--- src/rtl/pbgc_pkg.sv ---
package pbgc_pkg;

    localparam int DIST_W  = 11;
    localparam int LEN_W   = 9;
    localparam int MODE_W  = 2;
    localparam int STEP_W  = 4;
    localparam int CNT4_W  = 4;
    localparam int DISP_W  = 2;
    localparam int IDX_W   = 3;
    localparam int DATA_W  = 9;

    // shared multiply/divide unit
    localparam int MUL_W   = 10;
    localparam int DIV_W   = 2 * MUL_W;
    localparam int DVS_W   = 10;
    localparam int DCNT_W  = $clog2(DIV_W);

    localparam logic [MUL_W-1:0] SCALE = 10'd1000;

    // register indexes
    localparam logic [IDX_W-1:0] REG_MIN_DISTANCE = 3'd0;
    localparam logic [IDX_W-1:0] REG_MAX_DISTANCE = 3'd1;
    localparam logic [IDX_W-1:0] REG_MAPPING_MODE = 3'd2;
    localparam logic [IDX_W-1:0] REG_STRIP_LENGTH = 3'd3;
    localparam logic [IDX_W-1:0] REG_RAMP_STEPS   = 3'd4;
    localparam logic [IDX_W-1:0] REG_ERROR_LIMIT  = 3'd5;

    // register reset values
    localparam logic [LEN_W-1:0]  RST_MIN_DISTANCE = 9'd1;
    localparam logic [LEN_W-1:0]  RST_MAX_DISTANCE = 9'd100;
    localparam logic [MODE_W-1:0] RST_MAPPING_MODE = 2'd0;
    localparam logic [LEN_W-1:0]  RST_STRIP_LENGTH = 9'd144;
    localparam logic [STEP_W-1:0] RST_RAMP_STEPS   = 4'd5;
    localparam logic [CNT4_W-1:0] RST_ERROR_LIMIT  = 4'd3;

    // mapping modes
    localparam logic [MODE_W-1:0] MODE_LINEAR  = 2'd0;
    localparam logic [MODE_W-1:0] MODE_SQUARED = 2'd1;
    localparam logic [MODE_W-1:0] MODE_ZONES   = 2'd2;

    // display states
    localparam logic [DISP_W-1:0] DISP_BAR        = 2'd0;
    localparam logic [DISP_W-1:0] DISP_BLINK_LIT  = 2'd1;
    localparam logic [DISP_W-1:0] DISP_BLINK_DARK = 2'd2;
    localparam logic [DISP_W-1:0] DISP_BLANK      = 2'd3;

    typedef struct packed {
        logic [LEN_W-1:0]  min_distance;
        logic [LEN_W-1:0]  max_distance;
        logic [MODE_W-1:0] mapping_mode;
        logic [LEN_W-1:0]  strip_length;
        logic [STEP_W-1:0] ramp_steps;
        logic [CNT4_W-1:0] error_limit;
    } t_cfg;

    typedef struct packed {
        logic              start;
        logic [MUL_W-1:0]  mul_a;
        logic [MUL_W-1:0]  mul_b;
        logic [DVS_W-1:0]  divisor;
    } t_div_req;

    typedef struct packed {
        logic              done;
        logic [DIV_W-1:0]  quotient;
    } t_div_rsp;

    typedef struct packed {
        logic [LEN_W-1:0]  bar_length;
        logic              ramping;
        logic [DISP_W-1:0] display_state;
    } t_result;

endpackage

--- src/rtl/proximity_bar_graph_controller_unit.sv ---
// proximity bar graph controller: one distance reading in, one display result out.
// input channel: i_valid/o_ready with i_distance_cm (signed cm; zero or less, or
// above max_distance, is a failed reading). output channel: o_valid/i_ready with
// o_bar_length, o_ramping and o_display_state. registers are written through
// i_cfg_we/i_cfg_idx/i_cfg_data; the user must write them only while the block is
// idle, the block itself does not enforce this.
// a blink or blank result passes from the sequencer's result register to the output
// register; a bar result first runs through one shared multiply and restoring
// divide unit: up to three divides for the mapping (normalize, square, scale to the
// strip) and two for the ramp step.
// one request is processed at a time; o_ready is high only while the sequencer
// is idle. results go to an output register, so a new request is taken while a
// finished result still waits; if the receiver stalls further, the sequencer
// holds its next result until the output register frees up.
// reset clears the registers to their defaults, the error count, held reading,
// target, shown bar, ramp position and blink phase.
module proximity_bar_graph_controller_unit (
    input  logic                                 i_clk,
    input  logic                                 i_rst_n,
    input  logic                                 i_cfg_we,
    input  logic [pbgc_pkg::IDX_W-1:0]           i_cfg_idx,
    input  logic [pbgc_pkg::DATA_W-1:0]          i_cfg_data,
    input  logic                                 i_valid,
    output logic                                 o_ready,
    input  logic signed [pbgc_pkg::DIST_W-1:0]   i_distance_cm,
    output logic                                 o_valid,
    input  logic                                 i_ready,
    output logic [pbgc_pkg::LEN_W-1:0]           o_bar_length,
    output logic                                 o_ramping,
    output logic [pbgc_pkg::DISP_W-1:0]          o_display_state
);

    pbgc_pkg::t_cfg     r_cfg, n_cfg;
    pbgc_pkg::t_div_req div_req;
    pbgc_pkg::t_div_rsp div_rsp;
    pbgc_pkg::t_result  core_res;
    pbgc_pkg::t_result  r_out, n_out;
    logic               r_out_valid, n_out_valid;
    logic               core_valid;
    logic               slot_free;

    always_comb begin
        n_cfg = r_cfg;
        if (i_cfg_we) begin
            unique case (i_cfg_idx)
                pbgc_pkg::REG_MIN_DISTANCE: n_cfg.min_distance = i_cfg_data;
                pbgc_pkg::REG_MAX_DISTANCE: n_cfg.max_distance = i_cfg_data;
                pbgc_pkg::REG_MAPPING_MODE:
                    n_cfg.mapping_mode = i_cfg_data[pbgc_pkg::MODE_W-1:0];
                pbgc_pkg::REG_STRIP_LENGTH: n_cfg.strip_length = i_cfg_data;
                pbgc_pkg::REG_RAMP_STEPS:
                    n_cfg.ramp_steps = i_cfg_data[pbgc_pkg::STEP_W-1:0];
                pbgc_pkg::REG_ERROR_LIMIT:
                    n_cfg.error_limit = i_cfg_data[pbgc_pkg::CNT4_W-1:0];
                default: n_cfg = r_cfg;
            endcase
        end
    end

    assign slot_free = !r_out_valid || i_ready;

    always_comb begin
        n_out_valid = r_out_valid;
        n_out       = r_out;
        if (i_ready) n_out_valid = 1'b0;
        if (core_valid && slot_free) begin
            n_out_valid = 1'b1;
            n_out       = core_res;
        end
    end

    always_ff @(posedge i_clk) begin
        if (!i_rst_n) begin
            r_cfg.min_distance <= pbgc_pkg::RST_MIN_DISTANCE;
            r_cfg.max_distance <= pbgc_pkg::RST_MAX_DISTANCE;
            r_cfg.mapping_mode <= pbgc_pkg::RST_MAPPING_MODE;
            r_cfg.strip_length <= pbgc_pkg::RST_STRIP_LENGTH;
            r_cfg.ramp_steps   <= pbgc_pkg::RST_RAMP_STEPS;
            r_cfg.error_limit  <= pbgc_pkg::RST_ERROR_LIMIT;
            r_out_valid        <= 1'b0;
        end else begin
            r_cfg       <= n_cfg;
            r_out_valid <= n_out_valid;
        end
        r_out <= n_out;
    end

    pbgc_muldiv u_muldiv (
        .i_clk   (i_clk),
        .i_rst_n (i_rst_n),
        .i_req   (div_req),
        .o_rsp   (div_rsp)
    );

    pbgc_core u_core (
        .i_clk         (i_clk),
        .i_rst_n       (i_rst_n),
        .i_cfg         (r_cfg),
        .i_in_valid    (i_valid),
        .o_in_ready    (o_ready),
        .i_distance_cm (i_distance_cm),
        .o_div_req     (div_req),
        .i_div_rsp     (div_rsp),
        .o_res_valid   (core_valid),
        .o_res         (core_res),
        .i_res_ready   (slot_free)
    );

    assign o_valid         = r_out_valid;
    assign o_bar_length    = r_out.bar_length;
    assign o_ramping       = r_out.ramping;
    assign o_display_state = r_out.display_state;

endmodule

--- src/rtl/pbgc_muldiv.sv ---
module pbgc_muldiv (
    input  logic               i_clk,
    input  logic               i_rst_n,
    input  pbgc_pkg::t_div_req i_req,
    output pbgc_pkg::t_div_rsp o_rsp
);

    localparam int DIV_W  = pbgc_pkg::DIV_W;
    localparam int DVS_W  = pbgc_pkg::DVS_W;
    localparam int DCNT_W = pbgc_pkg::DCNT_W;
    localparam logic [DCNT_W-1:0] CNT_LAST = DCNT_W'(DIV_W - 1);

    logic              r_busy, n_busy;
    logic              r_done, n_done;
    logic [DCNT_W-1:0] r_cnt, n_cnt;
    logic [DIV_W-1:0]  r_dvd, n_dvd;
    logic [DVS_W-1:0]  r_rem, n_rem;
    logic [DVS_W-1:0]  r_dvs, n_dvs;

    logic [DVS_W:0]    trial;
    logic [DVS_W:0]    diff;
    logic              fits;

    // restoring division, one quotient bit per cycle
    assign trial = {r_rem, r_dvd[DIV_W-1]};
    assign diff  = trial - {1'b0, r_dvs};
    assign fits  = trial >= {1'b0, r_dvs};

    always_comb begin
        n_busy = r_busy;
        n_done = 1'b0;
        n_cnt  = r_cnt;
        n_dvd  = r_dvd;
        n_rem  = r_rem;
        n_dvs  = r_dvs;
        if (i_req.start && !r_busy) begin
            n_busy = 1'b1;
            n_cnt  = '0;
            n_dvd  = DIV_W'(i_req.mul_a) * DIV_W'(i_req.mul_b);
            n_rem  = '0;
            n_dvs  = i_req.divisor;
        end else if (r_busy) begin
            n_rem = fits ? diff[DVS_W-1:0] : trial[DVS_W-1:0];
            n_dvd = {r_dvd[DIV_W-2:0], fits};
            n_cnt = r_cnt + DCNT_W'(1);
            if (r_cnt == CNT_LAST) begin
                n_busy = 1'b0;
                n_done = 1'b1;
            end
        end
    end

    always_ff @(posedge i_clk) begin
        if (!i_rst_n) begin
            r_busy <= 1'b0;
            r_done <= 1'b0;
            r_cnt  <= '0;
        end else begin
            r_busy <= n_busy;
            r_done <= n_done;
            r_cnt  <= n_cnt;
        end
        r_dvd <= n_dvd;
        r_rem <= n_rem;
        r_dvs <= n_dvs;
    end

    assign o_rsp.done     = r_done;
    assign o_rsp.quotient = r_dvd;

endmodule

--- src/rtl/pbgc_core.sv ---
module pbgc_core (
    input  logic                                i_clk,
    input  logic                                i_rst_n,
    input  pbgc_pkg::t_cfg                      i_cfg,
    input  logic                                i_in_valid,
    output logic                                o_in_ready,
    input  logic signed [pbgc_pkg::DIST_W-1:0]  i_distance_cm,
    output pbgc_pkg::t_div_req                  o_div_req,
    input  pbgc_pkg::t_div_rsp                  i_div_rsp,
    output logic                                o_res_valid,
    output pbgc_pkg::t_result                   o_res,
    input  logic                                i_res_ready
);

    localparam int LEN_W  = pbgc_pkg::LEN_W;
    localparam int MUL_W  = pbgc_pkg::MUL_W;
    localparam int DVS_W  = pbgc_pkg::DVS_W;
    localparam int CNT_W  = pbgc_pkg::CNT4_W;
    localparam int STEP_W = pbgc_pkg::STEP_W;
    localparam int QA_W   = 13;

    localparam int ST_W = 4;
    localparam logic [ST_W-1:0] ST_IDLE = 4'd0;
    localparam logic [ST_W-1:0] ST_MAP  = 4'd1;
    localparam logic [ST_W-1:0] ST_NORM = 4'd2;
    localparam logic [ST_W-1:0] ST_SQ   = 4'd3;
    localparam logic [ST_W-1:0] ST_LEN  = 4'd4;
    localparam logic [ST_W-1:0] ST_TGT  = 4'd5;
    localparam logic [ST_W-1:0] ST_CHK  = 4'd6;
    localparam logic [ST_W-1:0] ST_RA   = 4'd7;
    localparam logic [ST_W-1:0] ST_RB   = 4'd8;
    localparam logic [ST_W-1:0] ST_FIN  = 4'd9;
    localparam logic [ST_W-1:0] ST_OUT  = 4'd10;

    function automatic logic [MUL_W-1:0] zone_value(input logic [MUL_W-1:0] norm);
        logic [MUL_W-1:0] v;
        if (norm > 10'd800)      v = 10'd1000;
        else if (norm > 10'd600) v = 10'd750;
        else if (norm > 10'd400) v = 10'd500;
        else if (norm > 10'd200) v = 10'd250;
        else                     v = 10'd100;
        return v;
    endfunction

    logic [ST_W-1:0]   r_state, n_state;
    logic [CNT_W-1:0]  r_bad_cnt, n_bad_cnt;
    logic [LEN_W-1:0]  r_held, n_held;
    logic              r_held_ok, n_held_ok;
    logic [LEN_W-1:0]  r_target, n_target;
    logic [LEN_W-1:0]  r_shown, n_shown;
    logic [STEP_W-1:0] r_pos, n_pos;
    logic              r_blink, n_blink;
    logic [LEN_W-1:0]  r_dist, n_dist;
    logic [LEN_W-1:0]  r_newt, n_newt;
    logic              r_neg, n_neg;
    logic [LEN_W-1:0]  r_mag, n_mag;
    logic [QA_W-1:0]   r_qa, n_qa;
    pbgc_pkg::t_result r_res, n_res;

    logic              d_ok;
    logic [CNT_W-1:0]  cnt_inc;
    logic [MUL_W-1:0]  quo10;
    logic [MUL_W-1:0]  sq_val;
    logic [LEN_W-1:0]  inc9;
    logic [QA_W-1:0]   inc;

    assign d_ok = !i_distance_cm[pbgc_pkg::DIST_W-1] && (i_distance_cm != '0)
                  && (i_distance_cm[MUL_W-1:0] <= {1'b0, i_cfg.max_distance});
    assign cnt_inc = (r_bad_cnt < i_cfg.error_limit) ? r_bad_cnt + CNT_W'(1) : r_bad_cnt;
    assign quo10   = i_div_rsp.quotient[MUL_W-1:0];
    assign sq_val  = quo10;
    assign inc     = r_qa - i_div_rsp.quotient[QA_W-1:0];
    assign inc9    = inc[LEN_W-1:0];

    always_comb begin
        n_state   = r_state;
        n_bad_cnt = r_bad_cnt;
        n_held    = r_held;
        n_held_ok = r_held_ok;
        n_target  = r_target;
        n_shown   = r_shown;
        n_pos     = r_pos;
        n_blink   = r_blink;
        n_dist    = r_dist;
        n_newt    = r_newt;
        n_neg     = r_neg;
        n_mag     = r_mag;
        n_qa      = r_qa;
        n_res     = r_res;
        o_div_req = '0;

        unique case (r_state)
            ST_IDLE: begin
                if (i_in_valid) begin
                    if (d_ok) begin
                        n_bad_cnt = '0;
                        n_held    = i_distance_cm[LEN_W-1:0];
                        n_held_ok = 1'b1;
                        n_dist    = i_distance_cm[LEN_W-1:0];
                        n_state   = ST_MAP;
                    end else begin
                        n_bad_cnt = cnt_inc;
                        if (cnt_inc >= i_cfg.error_limit) begin
                            n_blink = !r_blink;
                            n_res.bar_length    = '0;
                            n_res.ramping       = 1'b0;
                            n_res.display_state = !r_blink ? pbgc_pkg::DISP_BLINK_LIT
                                                           : pbgc_pkg::DISP_BLINK_DARK;
                            n_state = ST_OUT;
                        end else if (r_held_ok) begin
                            n_dist  = r_held;
                            n_state = ST_MAP;
                        end else begin
                            n_res.bar_length    = '0;
                            n_res.ramping       = 1'b0;
                            n_res.display_state = pbgc_pkg::DISP_BLANK;
                            n_state = ST_OUT;
                        end
                    end
                end
            end
            ST_MAP: begin
                // empty range or a reading (new or held) outside the current range maps to zero
                if (i_cfg.max_distance <= i_cfg.min_distance
                    || r_dist < i_cfg.min_distance || r_dist > i_cfg.max_distance) begin
                    n_newt  = '0;
                    n_state = ST_TGT;
                end else begin
                    o_div_req.start   = 1'b1;
                    o_div_req.mul_a   = pbgc_pkg::SCALE;
                    o_div_req.mul_b   = {1'b0, i_cfg.max_distance - r_dist};
                    o_div_req.divisor = {1'b0, i_cfg.max_distance - i_cfg.min_distance};
                    n_state = ST_NORM;
                end
            end
            ST_NORM: begin
                if (i_div_rsp.done) begin
                    o_div_req.mul_b   = {1'b0, i_cfg.strip_length};
                    o_div_req.divisor = pbgc_pkg::SCALE;
                    case (i_cfg.mapping_mode)
                        pbgc_pkg::MODE_LINEAR: begin
                            o_div_req.start = 1'b1;
                            o_div_req.mul_a = quo10;
                            n_state = ST_LEN;
                        end
                        pbgc_pkg::MODE_SQUARED: begin
                            o_div_req.start = 1'b1;
                            o_div_req.mul_a = quo10;
                            o_div_req.mul_b = quo10;
                            n_state = ST_SQ;
                        end
                        pbgc_pkg::MODE_ZONES: begin
                            o_div_req.start = 1'b1;
                            o_div_req.mul_a = zone_value(quo10);
                            n_state = ST_LEN;
                        end
                        default: begin
                            n_newt  = '0;
                            n_state = ST_TGT;
                        end
                    endcase
                end
            end
            ST_SQ: begin
                if (i_div_rsp.done) begin
                    o_div_req.start   = 1'b1;
                    o_div_req.mul_a   = sq_val;
                    o_div_req.mul_b   = {1'b0, i_cfg.strip_length};
                    o_div_req.divisor = pbgc_pkg::SCALE;
                    n_state = ST_LEN;
                end
            end
            ST_LEN: begin
                if (i_div_rsp.done) begin
                    n_newt  = (quo10 > {1'b0, i_cfg.strip_length}) ? i_cfg.strip_length
                                                                   : quo10[LEN_W-1:0];
                    n_state = ST_TGT;
                end
            end
            ST_TGT: begin
                if (r_newt != r_target) begin
                    n_target = r_newt;
                    n_pos    = '0;
                end
                n_state = ST_CHK;
            end
            ST_CHK: begin
                if (r_shown != r_target) begin
                    if (r_pos < i_cfg.ramp_steps) begin
                        n_neg = r_target < r_shown;
                        n_mag = (r_target < r_shown) ? r_shown - r_target
                                                     : r_target - r_shown;
                        o_div_req.start   = 1'b1;
                        o_div_req.mul_a   = {1'b0, n_mag};
                        o_div_req.mul_b   = {{(MUL_W-STEP_W){1'b0}}, r_pos} + MUL_W'(1);
                        o_div_req.divisor = {{(DVS_W-STEP_W){1'b0}}, i_cfg.ramp_steps};
                        n_state = ST_RA;
                    end else begin
                        n_shown = r_target;
                        n_state = ST_FIN;
                    end
                end else begin
                    n_state = ST_FIN;
                end
            end
            ST_RA: begin
                if (i_div_rsp.done) begin
                    n_qa = i_div_rsp.quotient[QA_W-1:0];
                    o_div_req.start   = 1'b1;
                    o_div_req.mul_a   = {1'b0, r_mag};
                    o_div_req.mul_b   = {{(MUL_W-STEP_W){1'b0}}, r_pos};
                    o_div_req.divisor = {{(DVS_W-STEP_W){1'b0}}, i_cfg.ramp_steps};
                    n_state = ST_RB;
                end
            end
            ST_RB: begin
                // magnitudes divide toward zero, the sign is applied afterwards
                if (i_div_rsp.done) begin
                    n_shown = r_neg ? r_shown - inc9 : r_shown + inc9;
                    n_pos   = r_pos + STEP_W'(1);
                    n_state = ST_FIN;
                end
            end
            ST_FIN: begin
                n_res.bar_length    = (r_shown > i_cfg.strip_length) ? i_cfg.strip_length
                                                                     : r_shown;
                n_res.ramping       = r_shown != r_target;
                n_res.display_state = pbgc_pkg::DISP_BAR;
                n_state = ST_OUT;
            end
            ST_OUT: begin
                if (i_res_ready) n_state = ST_IDLE;
            end
            default: begin
                n_state = ST_IDLE;
            end
        endcase
    end

    always_ff @(posedge i_clk) begin
        if (!i_rst_n) begin
            r_state   <= ST_IDLE;
            r_bad_cnt <= '0;
            r_held_ok <= 1'b0;
            r_target  <= '0;
            r_shown   <= '0;
            r_pos     <= '0;
            r_blink   <= 1'b0;
        end else begin
            r_state   <= n_state;
            r_bad_cnt <= n_bad_cnt;
            r_held_ok <= n_held_ok;
            r_target  <= n_target;
            r_shown   <= n_shown;
            r_pos     <= n_pos;
            r_blink   <= n_blink;
        end
        r_held <= n_held;
        r_dist <= n_dist;
        r_newt <= n_newt;
        r_neg  <= n_neg;
        r_mag  <= n_mag;
        r_qa   <= n_qa;
        r_res  <= n_res;
    end

    assign o_in_ready  = r_state == ST_IDLE;
    assign o_res_valid = r_state == ST_OUT;
    assign o_res       = r_res;

endmodule

--- config.mk ---
export PLATFORM = sky130hd
export DESIGN_NAME = proximity_bar_graph_controller_unit
export DESIGN_NICKNAME = d
export VERILOG_FILES = /design/src/rtl/pbgc_pkg.sv /design/src/rtl/proximity_bar_graph_controller_unit.sv /design/src/rtl/pbgc_muldiv.sv /design/src/rtl/pbgc_core.sv
export SDC_FILE = /design/constraint.sdc
export NUM_CORES = 1
export LEC_CHECK = 0
export BUFFER_PORTS_ARGS = -buffer_cell sky130_fd_sc_hd__buf_2
export CAP_MARGIN = 20
export CORE_UTILIZATION = 40
export DETAILED_ROUTE_END_ITERATION = 10
export PLACE_DENSITY_LB_ADDON = 0.15
export RECOVER_POWER = 100
export SYNTH_ARGS = -nofsm -noshare
export SYNTH_HDL_FRONTEND = slang
export SYNTH_SLANG_ARGS = --single-unit
export TNS_END_PERCENT = 50
--- constraint.sdc ---
create_clock -name i_clk -period 6.8 [get_ports i_clk]
set_input_delay 1.36 -clock i_clk [delete_from_list [all_inputs] [get_ports i_clk]]
set_output_delay 1.36 -clock i_clk [all_outputs]
set_load 0.01 [all_outputs]
; Word-level counts from Yosys, hierarchy flattened
; Cells that the tools add are included.
[word_totals]
register_bits = 187
word_cells = 207
out_inout_bits = 14
[classes]
order_cmp = 15
add_sub_neg = 12
bitwise = 3
eq_ne = 35
muxes = 64
n_reduce_logical = 45
mul = 1
[op_table]
columns = operator, n
row1 = 31-bit 2-to-1 mux, 6
row2 = 31-bit case mux with 5 select lines, 1
row3 = 9-bit 2-to-1 mux, 14
row4 = 4-bit 2-to-1 mux, 16
row5 = 9-bit subtractor, 6
row6 = 10-bit 2-to-1 mux, 5
row7 = 12-bit 2-to-1 mux, 4
row8 = 4-bit case mux with 11 select lines, 1
row9 = 20-bit 2-to-1 mux, 2
row10 = 9-bit case mux with 3 select lines, 1
row11 = 12-bit case mux with 2 select lines, 1
row12 = 11-bit case mux with 2 select lines, 1
row13 = "10-bit greater-than comparator, second input constant", 2
row14 = 10-bit by 10-bit multiplier with 20-bit output, 1
row15 = 9-bit greater-than comparator, 2
row16 = 9-bit less-than comparator, 2
row17 = "2-bit != test, second input constant", 9
row18 = 9-bit != test, 2
row19 = 9-bit case mux with 2 select lines, 1
row20 = 2-bit AND reduction, 9
row21 = "4-bit by 3-bit equality test with 1-bit output, second input constant", 4
row22 = 4-bit AND reduction, 4
row23 = "4-bit equality test, second input constant", 3
row24 = 2-bit nonzero test, 6
row25 = other kinds (43), 72

; Logic depth before layout (Yosys ltp)
; Gate-level depths: netlist of the first run.
[depth]
depth_word = 10
mapped_depth = 31

; Modules after synthesis
; A second synthesis of the first run with hierarchy kept.
[unflattened]
hier_cells = 1705
hier_area_um2 = 15635.0
[by_module_without_submodules]
columns = module, cells_per_inst, area_each_um2, n_inst
row1 = pbgc_core, 945, 8116.5, 1
row2 = pbgc_muldiv, 599, 5615.4, 1
row3 = proximity_bar_graph_controller_unit, 161, 1903.1, 1

; Least setup slack after synthesis of the first run
; Ideal clock, no wire load.
[synth_path]
path_kind = reg2reg
startpoint = register u_core.r_shown[1]
endpoint = register u_muldiv.r_dvd[15], data pin
stages_incl_launch_ff = 31
slack_ps = -432
setup_ps = 260
arrival_time_ps = 6971
n_path_buf = 2
required_ps = 6540
cell_sequence = dfxtp_1 > inv_1 > ha_1 > nand3_1 > or3_4 > nand3_4 > inv_4 > clkbuf_1 > nand4_1 > o31a_1 > buf_1 > a21o_1 > fa_1 > inv_1 > fa_1 > inv_1 > fa_1 > inv_1 > fa_1 > inv_1 > fa_1 > inv_1 > ha_1 > a21oi_1 > o21ai_0 > or3_1 > o21ai_0 > o21bai_1 > a21oi_1 > xnor2_1 > mux2_4
[synth_between]
elab_chain_len = 7
elab_cells_between_ends = 11
classes_between = add/sub: 2 / mul: 1 / order compare: 1 / eq/ne: 1 / mux: 5 / reduce/logical: 1
[synth_lines]
columns = item, line
row1 = from (decl), pbgc_core.sv:50  ; logic [LEN_W-1:0] r_shown, n_shown;
row2 = from (signal assigned), pbgc_core.sv:254  ; r_shown <= n_shown;
row3 = 9-bit subtractor (tied with other cells), pbgc_core.sv:192  ; : r_target - r_shown;
row4 = 9-bit 2-to-1 mux, pbgc_core.sv:191  ; n_mag = (r_target < r_shown) ? r_shown - r_target
row5 = 31-bit 2-to-1 mux, pbgc_core.sv:189  ; if (r_pos < i_cfg.ramp_steps) begin
row6 = 31-bit 2-to-1 mux *, pbgc_core.sv:188  ; if (r_shown != r_target) begin
row7 = 31-bit case mux with 5 select lines *, pbgc_core.sv:92  ; unique case (r_state)
row8 = 10-bit by 10-bit multiplier with 20-bit output, pbgc_muldiv.sv:39  ; n_dvd = DIV_W'(i_req.mul_a) * DIV_W'(i_req.mul_b);
row9 = 20-bit 2-to-1 mux *, pbgc_muldiv.sv:36  ; if (i_req.start && !r_busy) begin
row10 = via u_muldiv.n_dvd[15], pbgc_muldiv.sv:16  ; logic [DIV_W-1:0] r_dvd, n_dvd;
row11 = to (signal assigned), pbgc_muldiv.sv:63  ; r_dvd <= n_dvd;
row12 = to (decl), pbgc_muldiv.sv:16
; Mark *: on every way through the listed nets, which the timed path passes. The rest lies on a longest branch.
; A chain may end at the register's enable or synchronous reset.

; Worst setup path after layout of the first run
[layout_path]
startpoint = register u_core.r_dist[6]
endpoint = register u_muldiv.r_dvd[19], data pin
[layout_between]
elab_chain_len = 7
elab_cells_between_ends = 10
classes_between = add/sub: 1 / mul: 1 / order compare: 2 / mux: 3 / reduce/logical: 3
[layout_lines]
columns = item, line
row1 = from (decl), pbgc_core.sv:53  ; logic [LEN_W-1:0] r_dist, n_dist;
row2 = from (signal assigned), pbgc_core.sv:259  ; r_dist <= n_dist;
row3 = 9-bit less-than comparator, pbgc_core.sv:125  ; || r_dist < i_cfg.min_distance || r_dist > i_cfg.max_distance) begin
row4 = 1-bit logical OR (2 in series), pbgc_core.sv:125
row5 = 31-bit 2-to-1 mux *, pbgc_core.sv:124  ; if (i_cfg.max_distance <= i_cfg.min_distance
row6 = 31-bit case mux with 5 select lines *, pbgc_core.sv:92
row7 = 10-bit by 10-bit multiplier with 20-bit output / 1-bit logical AND (equally long branches), "pbgc_muldiv.sv:39, pbgc_muldiv.sv:36"
row8 = 20-bit 2-to-1 mux *, pbgc_muldiv.sv:36
row9 = via u_muldiv.n_dvd[19], pbgc_muldiv.sv:16
; Marked as above.

==> results of run 1 <==
==> state kept, by name, indices dropped and copies added (netlist names), 5 cells and up <==
| signal | count |
|---|---|
| u_core.o_res | 12 |
| u_core.r_held | 9 |
| u_muldiv.r_rem | 10 |
| u_muldiv.r_dvs | 10 |
| r_cfg | 37 |
| u_core.r_dist | 9 |
| u_muldiv.r_dvd | 20 |
| o_bar_length | 9 |
| u_core.r_qa | 9 |
| u_core.r_target | 9 |
| u_muldiv.r_cnt | 5 |
| u_core.r_mag | 9 |
| u_core.r_newt | 9 |
| u_core.r_shown | 9 |
==> layer usage <==
| metal | up-vias | wire length (microns) |
|---|---|---|
| met1 | 6482 | 21100 |
| li1 | 6505 | - |
| met4 | 0 | 909 |
| met3 | 56 | 1580 |
| met5 | - | 0 |
| met2 | 255 | 21400 |
==> power breakdown <==
group / total [mW] / internal, mW / leakage [nW] / switching (mW)
clock network: 1.01 / 0.494 / 0.279 / 0.516
logic: 0.852 / 0.365 / 6.31 / 0.487
registers: 1.37 / 1.30 / 1.62 / 0.0638
==> per-stage QoR <==
step                hold WS, ns  cell area, sq um  setup TNS, ns  setup slack, ns  power, mW
finish                    0.424             19100          -1.50           -0.314       3.23
global route              0.432             19100          -4.39           -0.615       3.39
CTS                       0.426             19100          -1.05           -0.219       3.25
detailed placement        0.407             18300          -2.39           -0.367       2.22
global placement          0.401             18300          -2.43           -0.366       2.21
floorplan                 0.400             16000              0           0.0165       1.95
==> what timing repair did <==
action,in CTS,in global routing
pin swaps,26,11
setup endpoints to repair,9,13
resized for setup,32,22
setup buffers,12,0
gates cloned,0,0
==> cells in the mapped netlist (34+ instances only) <==
cell,instances,area (sq um)
sky130_fd_sc_hd__a21o_1,35,263
sky130_fd_sc_hd__a21oi_1,91,455
sky130_fd_sc_hd__clkbuf_1,42,158
sky130_fd_sc_hd__dfxtp_1,87,1740
sky130_fd_sc_hd__edfxtp_1,100,3000
sky130_fd_sc_hd__fa_1,69,1380
sky130_fd_sc_hd__ha_1,165,2060
sky130_fd_sc_hd__inv_1,182,683
sky130_fd_sc_hd__mux2i_1,36,360
sky130_fd_sc_hd__nand2_1,137,514
sky130_fd_sc_hd__nand3_1,43,215
sky130_fd_sc_hd__nor2_1,110,413
sky130_fd_sc_hd__nor2b_1,34,213
sky130_fd_sc_hd__o21ai_0,88,440
sky130_fd_sc_hd__xnor2_1,56,490
==> final cells by class <==
type                    count  area (sq um)  area share
clock buffers              19           443      0.0231
repair buffers            281          1950       0.102
well taps                 518           648      0.0338
clock inverters            13           134     0.00699
flip-flops and latches    187          4760       0.248
inverters                 184           693      0.0362
multi-input cells        1272         10500       0.550
==> critical path: cells and delay by family, from the launching register on <==
kind | cells | cell delay, ns
AO/OA/AOI/OAI | 8 | 1.19
XOR/XNOR | 1 | 0.15
adder cells (fa/ha/maj) | 7 | 2.90
buffers and inverters | 6 | 0.53
flip-flops | 1 | 0.45
AND/OR/NAND/NOR | 7 | 1.64
==> cell usage in the layout (no fill, tap or decap), types with 16 or more instances in the layout <==
cell type and instances:
sky130_fd_sc_hd__buf_4 224, sky130_fd_sc_hd__inv_1 173, sky130_fd_sc_hd__ha_1 151, sky130_fd_sc_hd__nand2_1 137, sky130_fd_sc_hd__nor2_1 108, sky130_fd_sc_hd__edfxtp_1 100
sky130_fd_sc_hd__a21oi_1 82, sky130_fd_sc_hd__o21ai_0 79, sky130_fd_sc_hd__dfxtp_1 78, sky130_fd_sc_hd__fa_1 68, sky130_fd_sc_hd__xnor2_1 55, sky130_fd_sc_hd__nand3_1 41
sky130_fd_sc_hd__a21o_1 35, sky130_fd_sc_hd__clkbuf_1 35, sky130_fd_sc_hd__nor2b_1 32, sky130_fd_sc_hd__mux2i_1 32, sky130_fd_sc_hd__xor2_1 30, sky130_fd_sc_hd__a21boi_0 28
sky130_fd_sc_hd__nor3_1 24, sky130_fd_sc_hd__o21a_1 22, sky130_fd_sc_hd__nand2b_1 21, sky130_fd_sc_hd__buf_2 19, sky130_fd_sc_hd__nand4_1 17, sky130_fd_sc_hd__mux2_2 17
sky130_fd_sc_hd__clkbuf_16 17, sky130_fd_sc_hd__o211ai_1 16
==> final timing paths <==
path	from	endpoint	slack [ns]	cells past startpoint
max	u_core.r_dist[6]	u_muldiv.r_dvd[19]	-0.31	29
min	u_core.o_res[1]	o_display_state[1]	0.42	0
max reg2reg	u_core.r_dist[6]	u_muldiv.r_dvd[19]	-0.31	29
min reg2reg	u_core.o_res[1]	o_display_state[1]	0.42	0
==> logic make-up (layout without fill, tap and decap cells) <==
family | Yosys count | in the layout | synth area share
and+or+nand+nor | 480 | 480 | 0.152
AOI/OAI and AO/OA | 413 | 413 | 0.179
buffers and inverters | 243 | 497 | 0.0604
adders and majority gates | 234 | 234 | 0.219
DFF | 187 | 187 | 0.302
xor gates and xnor gates | 86 | 86 | 0.0479
muxes | 59 | 59 | 0.0403
==> impl_results.html, run 1 <==
<table>
<tr><th>Metric</th><th>Value</th></tr>
<tr><th colspan="2">Setup path</th></tr>
<tr><td>Maximum fanout along the worst path</td><td>7</td></tr>
<tr><td>Slowest CP cell</td><td>sky130_fd_sc_hd__or4_4</td></tr>
<tr><td>Required time reported for the critical path endpoint</td><td>7.01 ns</td></tr>
<tr><td>Worst EP arrival</td><td>7.32 ns</td></tr>
<tr><td>Setup crit end kind</td><td>flop</td></tr>
<tr><td>Most used cell along the critical path</td><td>sky130_fd_sc_hd__fa_1</td></tr>
<tr><td>Crit path largest cell delay</td><td>0.58 ns</td></tr>
<tr><td>CP Class</td><td>reg2reg</td></tr>
<tr><td>Nature of the critical path startpoint</td><td>flop</td></tr>
<tr><th colspan="2">Clock network</th></tr>
<tr><td>Clock Path Buffers</td><td>2</td></tr>
<tr><td>Number of clock sinks</td><td>187</td></tr>
<tr><td>Clock slew seen by the registers of the worst setup and hold paths</td><td>0.08 ns</td></tr>
<tr><td>Number of hold buffers added after CTS</td><td>0</td></tr>
<tr><td>Skew-Pair Late Insertion Delay</td><td>0.47 ns</td></tr>
<tr><td>CTS H-tree depth</td><td>4</td></tr>
<tr><td>CTS root buffer</td><td>sky130_fd_sc_hd__clkbuf_16</td></tr>
<tr><td>TritonCTS clock tree</td><td>yes</td></tr>
<tr><td>Clock buffer count from CTS</td><td>17</td></tr>
<tr><th colspan="2">Synthesis</th></tr>
<tr><td>Cell area after synthesis</td><td>15700 sq um</td></tr>
<tr><td>Share of synthesized area occupied by flip-flops and latches</td><td>0.302</td></tr>
<tr><td>Cell variety after synth</td><td>92</td></tr>
<tr><td>Async set or reset register ratio after synthesis</td><td>0</td></tr>
<tr><td>Instance count of the mapped netlist</td><td>1702</td></tr>
<tr><td>Synthesis Warnings</td><td>0</td></tr>
<tr><td>Average cell area after synthesis</td><td>9.25 sq um</td></tr>
<tr><td>Number of storage elements in the synthesis netlist</td><td>187</td></tr>
<tr><td>Number of synthesized flops with an enable pin</td><td>100</td></tr>
<tr><td>Most frequently used flop master after synthesis</td><td>sky130_fd_sc_hd__edfxtp_1</td></tr>
<tr><td>Net Count, Synth</td><td>1964</td></tr>
<tr><th colspan="2">Route</th></tr>
<tr><td>Number of remaining DRC errors</td><td>0</td></tr>
<tr><td>Per-cell via count in the routed design</td><td>5.38</td></tr>
<tr><td>Initial DRT Pass Iterations</td><td>5</td></tr>
<tr><td>Final wirelength</td><td>45000 microns</td></tr>
<tr><td>Number of vias after detailed routing</td><td>13300</td></tr>
<tr><td>WL/cell</td><td>18.2 microns</td></tr>
<tr><td>Post-DRT Antenna Nets</td><td>0</td></tr>
<tr><td>Starting DRT DRC Count</td><td>810</td></tr>
<tr><th colspan="2">Global route</th></tr>
<tr><td>Most crowded layer after global routing</td><td>met2</td></tr>
<tr><td>Largest net degree at the start of global routing</td><td>80</td></tr>
<tr><td>Antenna violations before repair</td><td>0</td></tr>
<tr><td>Total global routing track utilization</td><td>0.229</td></tr>
<tr><td>Met1 capacity usage during global routing</td><td>0.303</td></tr>
<tr><td>Met2 Usage GRT</td><td>0.388</td></tr>
<tr><td>Wire length of the first global-routing pass</td><td>72500 microns</td></tr>
<tr><td>Vias in the first global route</td><td>13400</td></tr>
<tr><td>Met3 usage in global routing</td><td>0.0298</td></tr>
<tr><td>Residual overflow from global routing</td><td>0</td></tr>
<tr><th colspan="2">Place</th></tr>
<tr><td>Placed Cells</td><td>2428</td></tr>
<tr><td>Final RePlAce weighted congestion</td><td>0.918</td></tr>
<tr><td>DPL Wire Length</td><td>35700 microns</td></tr>
<tr><td>Quantity of I/O buffers inserted on ports</td><td>41</td></tr>
<tr><th colspan="2">Final layout</th></tr>
<tr><td>Core utilization of the finished layout</td><td>0.494</td></tr>
<tr><td>Share of layout cells above drive strength 1</td><td>0.213</td></tr>
<tr><td>Relative area change from synthesis to final layout</td><td>21.7%</td></tr>
<tr><td>Count of non-filler cells in the finished layout</td><td>2474</td></tr>
<tr><td>Antenna diode count</td><td>0</td></tr>
<tr><td>Fill cells</td><td>3723</td></tr>
<tr><td>Final #Nets</td><td>2205</td></tr>
<tr><th colspan="2">Floorplan</th></tr>
<tr><td>Effective utilization at floorplan</td><td>0.406</td></tr>
<tr><td>Width of the chip</td><td>200 microns</td></tr>
<tr><td>Die H</td><td>200 microns</td></tr>
<tr><td>Core Rows</td><td>72</td></tr>
<tr><td>Overall die area</td><td>40100 sq um</td></tr>
<tr><td>Number of ports placed on the die boundary</td><td>42</td></tr>
<tr><td>Core area</td><td>38700 sq um</td></tr>
<tr><th colspan="2">Job</th></tr>
<tr><td>Number of max-cap violations</td><td>1</td></tr>
<tr><th colspan="2">STA</th></tr>
<tr><td>Max Fclk</td><td>141 MHz</td></tr>
<tr><td>Number of failing hold endpoints at the final stage</td><td>0</td></tr>
<tr><td>Worst slew slack as a fraction of its limit</td><td>-1.22</td></tr>
<tr><td>Final count of pins violating max slew</td><td>80</td></tr>
<tr><td>Slack of the critical path</td><td>-0.314 ns</td></tr>
<tr><td>Post-route minimum period</td><td>7.11 ns</td></tr>
<tr><td>Final Skew</td><td>0.0122 ns</td></tr>
<tr><td>Actual transition at the worst max-transition pin</td><td>3.34 ns</td></tr>
<tr><td>RSZ-0062 raised after global routing</td><td>true</td></tr>
<tr><td>Number of setup violations in the final report</td><td>9</td></tr>
<tr><td>Crit share post-route</td><td>1.05</td></tr>
<tr><th colspan="2">Power</th></tr>
<tr><td>LEAKAGE</td><td>8.20 nW</td></tr>
<tr><td>Total power per unit cell area</td><td>169 nW/um^2</td></tr>
<tr><td>Maximum vdd ir drop</td><td>0.188 mV</td></tr>
<tr><th colspan="2">Outcome</th></tr>
<tr><td>Violations in the final reports</td><td>capacitance limit, slew limit, setup timing</td></tr>
<tr><td>Status</td><td>complete, but fails checks</td></tr>
<tr><th colspan="2">Hold path</th></tr>
<tr><td>Class of the tightest hold or removal check</td><td>reg2reg</td></tr>
</table>
No activity file was read; power rests on OpenSTA's default activity.
==> inputs of run 2 (changes only) <==
--- a/config.mk
+++ b/config.mk
@@ -7,7 +7,9 @@
 export LEC_CHECK = 0
 export BUFFER_PORTS_ARGS = -buffer_cell sky130_fd_sc_hd__buf_2
 export CAP_MARGIN = 20
-export CORE_UTILIZATION = 40
+export CELL_PAD_IN_SITES_DETAIL_PLACEMENT = 0
+export CELL_PAD_IN_SITES_GLOBAL_PLACEMENT = 2
+export CORE_UTILIZATION = 37
 export DETAILED_ROUTE_END_ITERATION = 10
 export PLACE_DENSITY_LB_ADDON = 0.15
 export RECOVER_POWER = 100
==> run 2 against run 1 <==
Global-route usage grew 0.17 points; the run still ends with capacitance limit, slew limit, setup timing left; fmax shrank 1.8%; wire length grew 6.0%; via count is essentially flat; clock skew is essentially flat; critical path depth is the same; setup slack lost 0.13 ns; largest cell class unchanged; critical path type unchanged; non-clock buffer count grew 27.
==> impl_results.html, run 2 (synthesized netlist as in run 1, its figures left out) <==
<table>
<tr><th>Metric</th><th>Value</th></tr>
<tr><th colspan="2">Floorplan</th></tr>
<tr><td>Core Rows</td><td>75</td></tr>
<tr><td>Effective utilization at floorplan</td><td>0.375</td></tr>
<tr><td>Core area</td><td>41900 sq um</td></tr>
<tr><td>Overall die area</td><td>43400 sq um</td></tr>
<tr><td>Number of ports placed on the die boundary</td><td>42</td></tr>
<tr><td>Width of the chip</td><td>208 microns</td></tr>
<tr><td>Die H</td><td>208 microns</td></tr>
<tr><th colspan="2">Final layout</th></tr>
<tr><td>Final std cell area, no fill</td><td>19500 sq um</td></tr>
<tr><td>Antenna diode count</td><td>0</td></tr>
<tr><td>Most frequent standard cell in the layout excluding fill and tap cells</td><td>sky130_fd_sc_hd__buf_4</td></tr>
<tr><td>Relative area change from synthesis to final layout</td><td>24.0%</td></tr>
<tr><td>Final #Nets</td><td>2232</td></tr>
<tr><td>Share of layout cells above drive strength 1</td><td>0.233</td></tr>
<tr><td>Largest register FFs</td><td>37</td></tr>
<tr><td>Register bank with the most flops</td><td>r_cfg</td></tr>
<tr><td>Highest-count cells in the layout ignoring fill and taps</td><td>247 x sky130_fd_sc_hd__buf_4, 170 x sky130_fd_sc_hd__inv_1, 151 x sky130_fd_sc_hd__ha_1</td></tr>
<tr><th colspan="2">Route</th></tr>
<tr><td>Number of remaining DRC errors</td><td>0</td></tr>
<tr><td>Starting DRT DRC Count</td><td>750</td></tr>
<tr><td>WL/cell</td><td>18.9 microns</td></tr>
<tr><td>Initial DRT Pass Iterations</td><td>8</td></tr>
<tr><td>Number of vias after detailed routing</td><td>13300</td></tr>
<tr><td>Post-DRT Antenna Nets</td><td>0</td></tr>
<tr><td>Per-cell via count in the routed design</td><td>5.27</td></tr>
<tr><td>Final wirelength</td><td>47700 microns</td></tr>
<tr><th colspan="2">Place</th></tr>
<tr><td>Final RePlAce weighted congestion</td><td>0.859</td></tr>
<tr><td>Placed cell areas</td><td>18500 sq um</td></tr>
<tr><td>Quantity of I/O buffers inserted on ports</td><td>41</td></tr>
<tr><td>DPL Wire Length</td><td>37600 microns</td></tr>
<tr><th colspan="2">Outcome</th></tr>
<tr><td>Status</td><td>complete, but fails checks</td></tr>
<tr><td>Violations in the final reports</td><td>capacitance limit, slew limit, setup timing</td></tr>
<tr><th colspan="2">STA</th></tr>
<tr><td>Max Fclk</td><td>138 MHz</td></tr>
<tr><td>Number of setup violations in the final report</td><td>7</td></tr>
<tr><td>Final count of pins violating max slew</td><td>80</td></tr>
<tr><td>Number of failing hold endpoints at the final stage</td><td>0</td></tr>
<tr><td>Setup TNS</td><td>-2.10 ns</td></tr>
<tr><td>Final Skew</td><td>0.0125 ns</td></tr>
<tr><td>Worst slew slack as a fraction of its limit</td><td>-1.30</td></tr>
<tr><td>Smallest hold slack</td><td>0.422 ns</td></tr>
<tr><td>Post-route minimum period</td><td>7.24 ns</td></tr>
<tr><td>Slack of the critical path</td><td>-0.445 ns</td></tr>
<tr><td>Crit share post-route</td><td>1.07</td></tr>
<tr><td>RSZ-0062 raised after global routing</td><td>true</td></tr>
<tr><td>Actual transition at the worst max-transition pin</td><td>3.45 ns</td></tr>
<tr><th colspan="2">Setup path</th></tr>
<tr><td>Crit path largest cell delay</td><td>0.57 ns</td></tr>
<tr><td>Most used cell along the critical path</td><td>sky130_fd_sc_hd__fa_1</td></tr>
<tr><td>Required time reported for the critical path endpoint</td><td>7.05 ns</td></tr>
<tr><td>Buf+Inv Stages, Crit Path</td><td>7</td></tr>
<tr><td>Maximum fanout along the worst path</td><td>8</td></tr>
<tr><td>Slowest CP cell</td><td>sky130_fd_sc_hd__or4_4</td></tr>
<tr><td>Setup crit end kind</td><td>flop</td></tr>
<tr><td>Nature of the critical path startpoint</td><td>flop</td></tr>
<tr><td>CP Class</td><td>reg2reg</td></tr>
<tr><td>Worst EP arrival</td><td>7.49 ns</td></tr>
<tr><td>CP delay by family, top</td><td>adder cells</td></tr>
<tr><th colspan="2">Clock network</th></tr>
<tr><td>CTS H-tree depth</td><td>4</td></tr>
<tr><td>Clock slew seen by the registers of the worst setup and hold paths</td><td>0.07 ns</td></tr>
<tr><td>Clock Path Buffers</td><td>2</td></tr>
<tr><td>TritonCTS clock tree</td><td>yes</td></tr>
<tr><td>CTS root buffer</td><td>sky130_fd_sc_hd__clkbuf_16</td></tr>
<tr><td>Number of clock sinks</td><td>187</td></tr>
<tr><td>Skew-Pair Late Insertion Delay</td><td>0.50 ns</td></tr>
<tr><td>Clock buffer count from CTS</td><td>17</td></tr>
<tr><td>Number of hold buffers added after CTS</td><td>0</td></tr>
<tr><th colspan="2">Global route</th></tr>
<tr><td>Wire length of the first global-routing pass</td><td>76200 microns</td></tr>
<tr><td>Residual overflow from global routing</td><td>0</td></tr>
<tr><td>Met2 Usage GRT</td><td>0.378</td></tr>
<tr><td>Total global routing track utilization</td><td>0.231</td></tr>
<tr><td>Met1 capacity usage during global routing</td><td>0.305</td></tr>
<tr><td>Largest net degree at the start of global routing</td><td>80</td></tr>
<tr><td>Met3 usage in global routing</td><td>0.0350</td></tr>
<tr><td>Antenna violations before repair</td><td>0</td></tr>
<tr><td>Vias in the first global route</td><td>13400</td></tr>
<tr><td>Most crowded layer after global routing</td><td>met2</td></tr>
<tr><th colspan="2">Power</th></tr>
<tr><td>Total power per unit cell area</td><td>167 nW/um^2</td></tr>
<tr><td>Sum of internal, switching and leakage power</td><td>3.26 mW</td></tr>
<tr><td>LEAKAGE</td><td>8.42 nW</td></tr>
<tr><td>Maximum vdd ir drop</td><td>0.209 mV</td></tr>
<tr><th colspan="2">Job</th></tr>
<tr><td>Number of max-cap violations</td><td>1</td></tr>
<tr><th colspan="2">Hold path</th></tr>
<tr><td>Class of the tightest hold or removal check</td><td>reg2reg</td></tr>
</table>
run 2: stage by stage:
stage / utilization / instances / setup WS, ns
2_1_floorplan: - / 1702 / 0.0165
3_3_place_gp: 0.440 / 2465 / -0.491
5_1_grt: 0.465 / 2522 / -0.746
6_report: 0.465 / 2522 / -0.445
4_1_cts: 0.458 / 2506 / -0.337
3_5_place_dp: 0.440 / 2466 / -0.499
run 2: final timing paths:
check / startpoint / to / slack, ns / cells past startpoint
setup / recovery: u_core.r_dist[1] / u_muldiv.r_dvd[17] / -0.44 / 29
hold / removal: u_core.o_res[0] / o_display_state[0] / 0.42 / 0
setup reg to reg: u_core.r_dist[1] / u_muldiv.r_dvd[17] / -0.44 / 29
hold reg to reg: u_core.o_res[0] / o_display_state[0] / 0.42 / 0
run 2: power breakdown:
group          internal [mW]  total [mW]  switching [mW]
Sequential              1.30        1.37          0.0657
Clock                  0.531        1.02           0.488
Combinational          0.386       0.874           0.488
Total                   2.22        3.26            1.04
run 2: metal layers:
layer / wire length (microns) / share of wire / up-vias
met5: 0 / 0 / -
met2: 22300 / 0.47 / 228
met4: 1290 / 0.027 / 0
met3: 1690 / 0.035 / 63
li1: - / - / 6573
met1: 22400 / 0.47 / 6432
run 2: final cells by class:
class	count	area (sq um)
Sequential cell	187	4760
Tap cell	539	674
Multi-Input combinational cell	1272	10600
Inverter	184	693
Timing Repair Buffer	308	2250
Clock buffer	21	462
Clock inverter	11	105
Fill cell	4030	22400
run 2: worst reg2reg max path, delay by kind of cell, from the launching register on:
family / cells / cell delay, ns
muxes: 1 / 0.26
DFF: 1 / 0.44
adders and majority gates: 7 / 3.03
and+or+nand+nor: 5 / 1.32
xor gates and xnor gates: 1 / 0.08
buffers and inverters: 7 / 0.66
AOI/OAI and AO/OA: 8 / 1.23
run 2: timing repair:
| action | in CTS | in global routing |
|---|---|---|
| setup endpoints to repair | 10 | 13 |
| pin swaps | 18 | 44 |
| setup buffers | 8 | 16 |
| resized for setup | 24 | 47 |
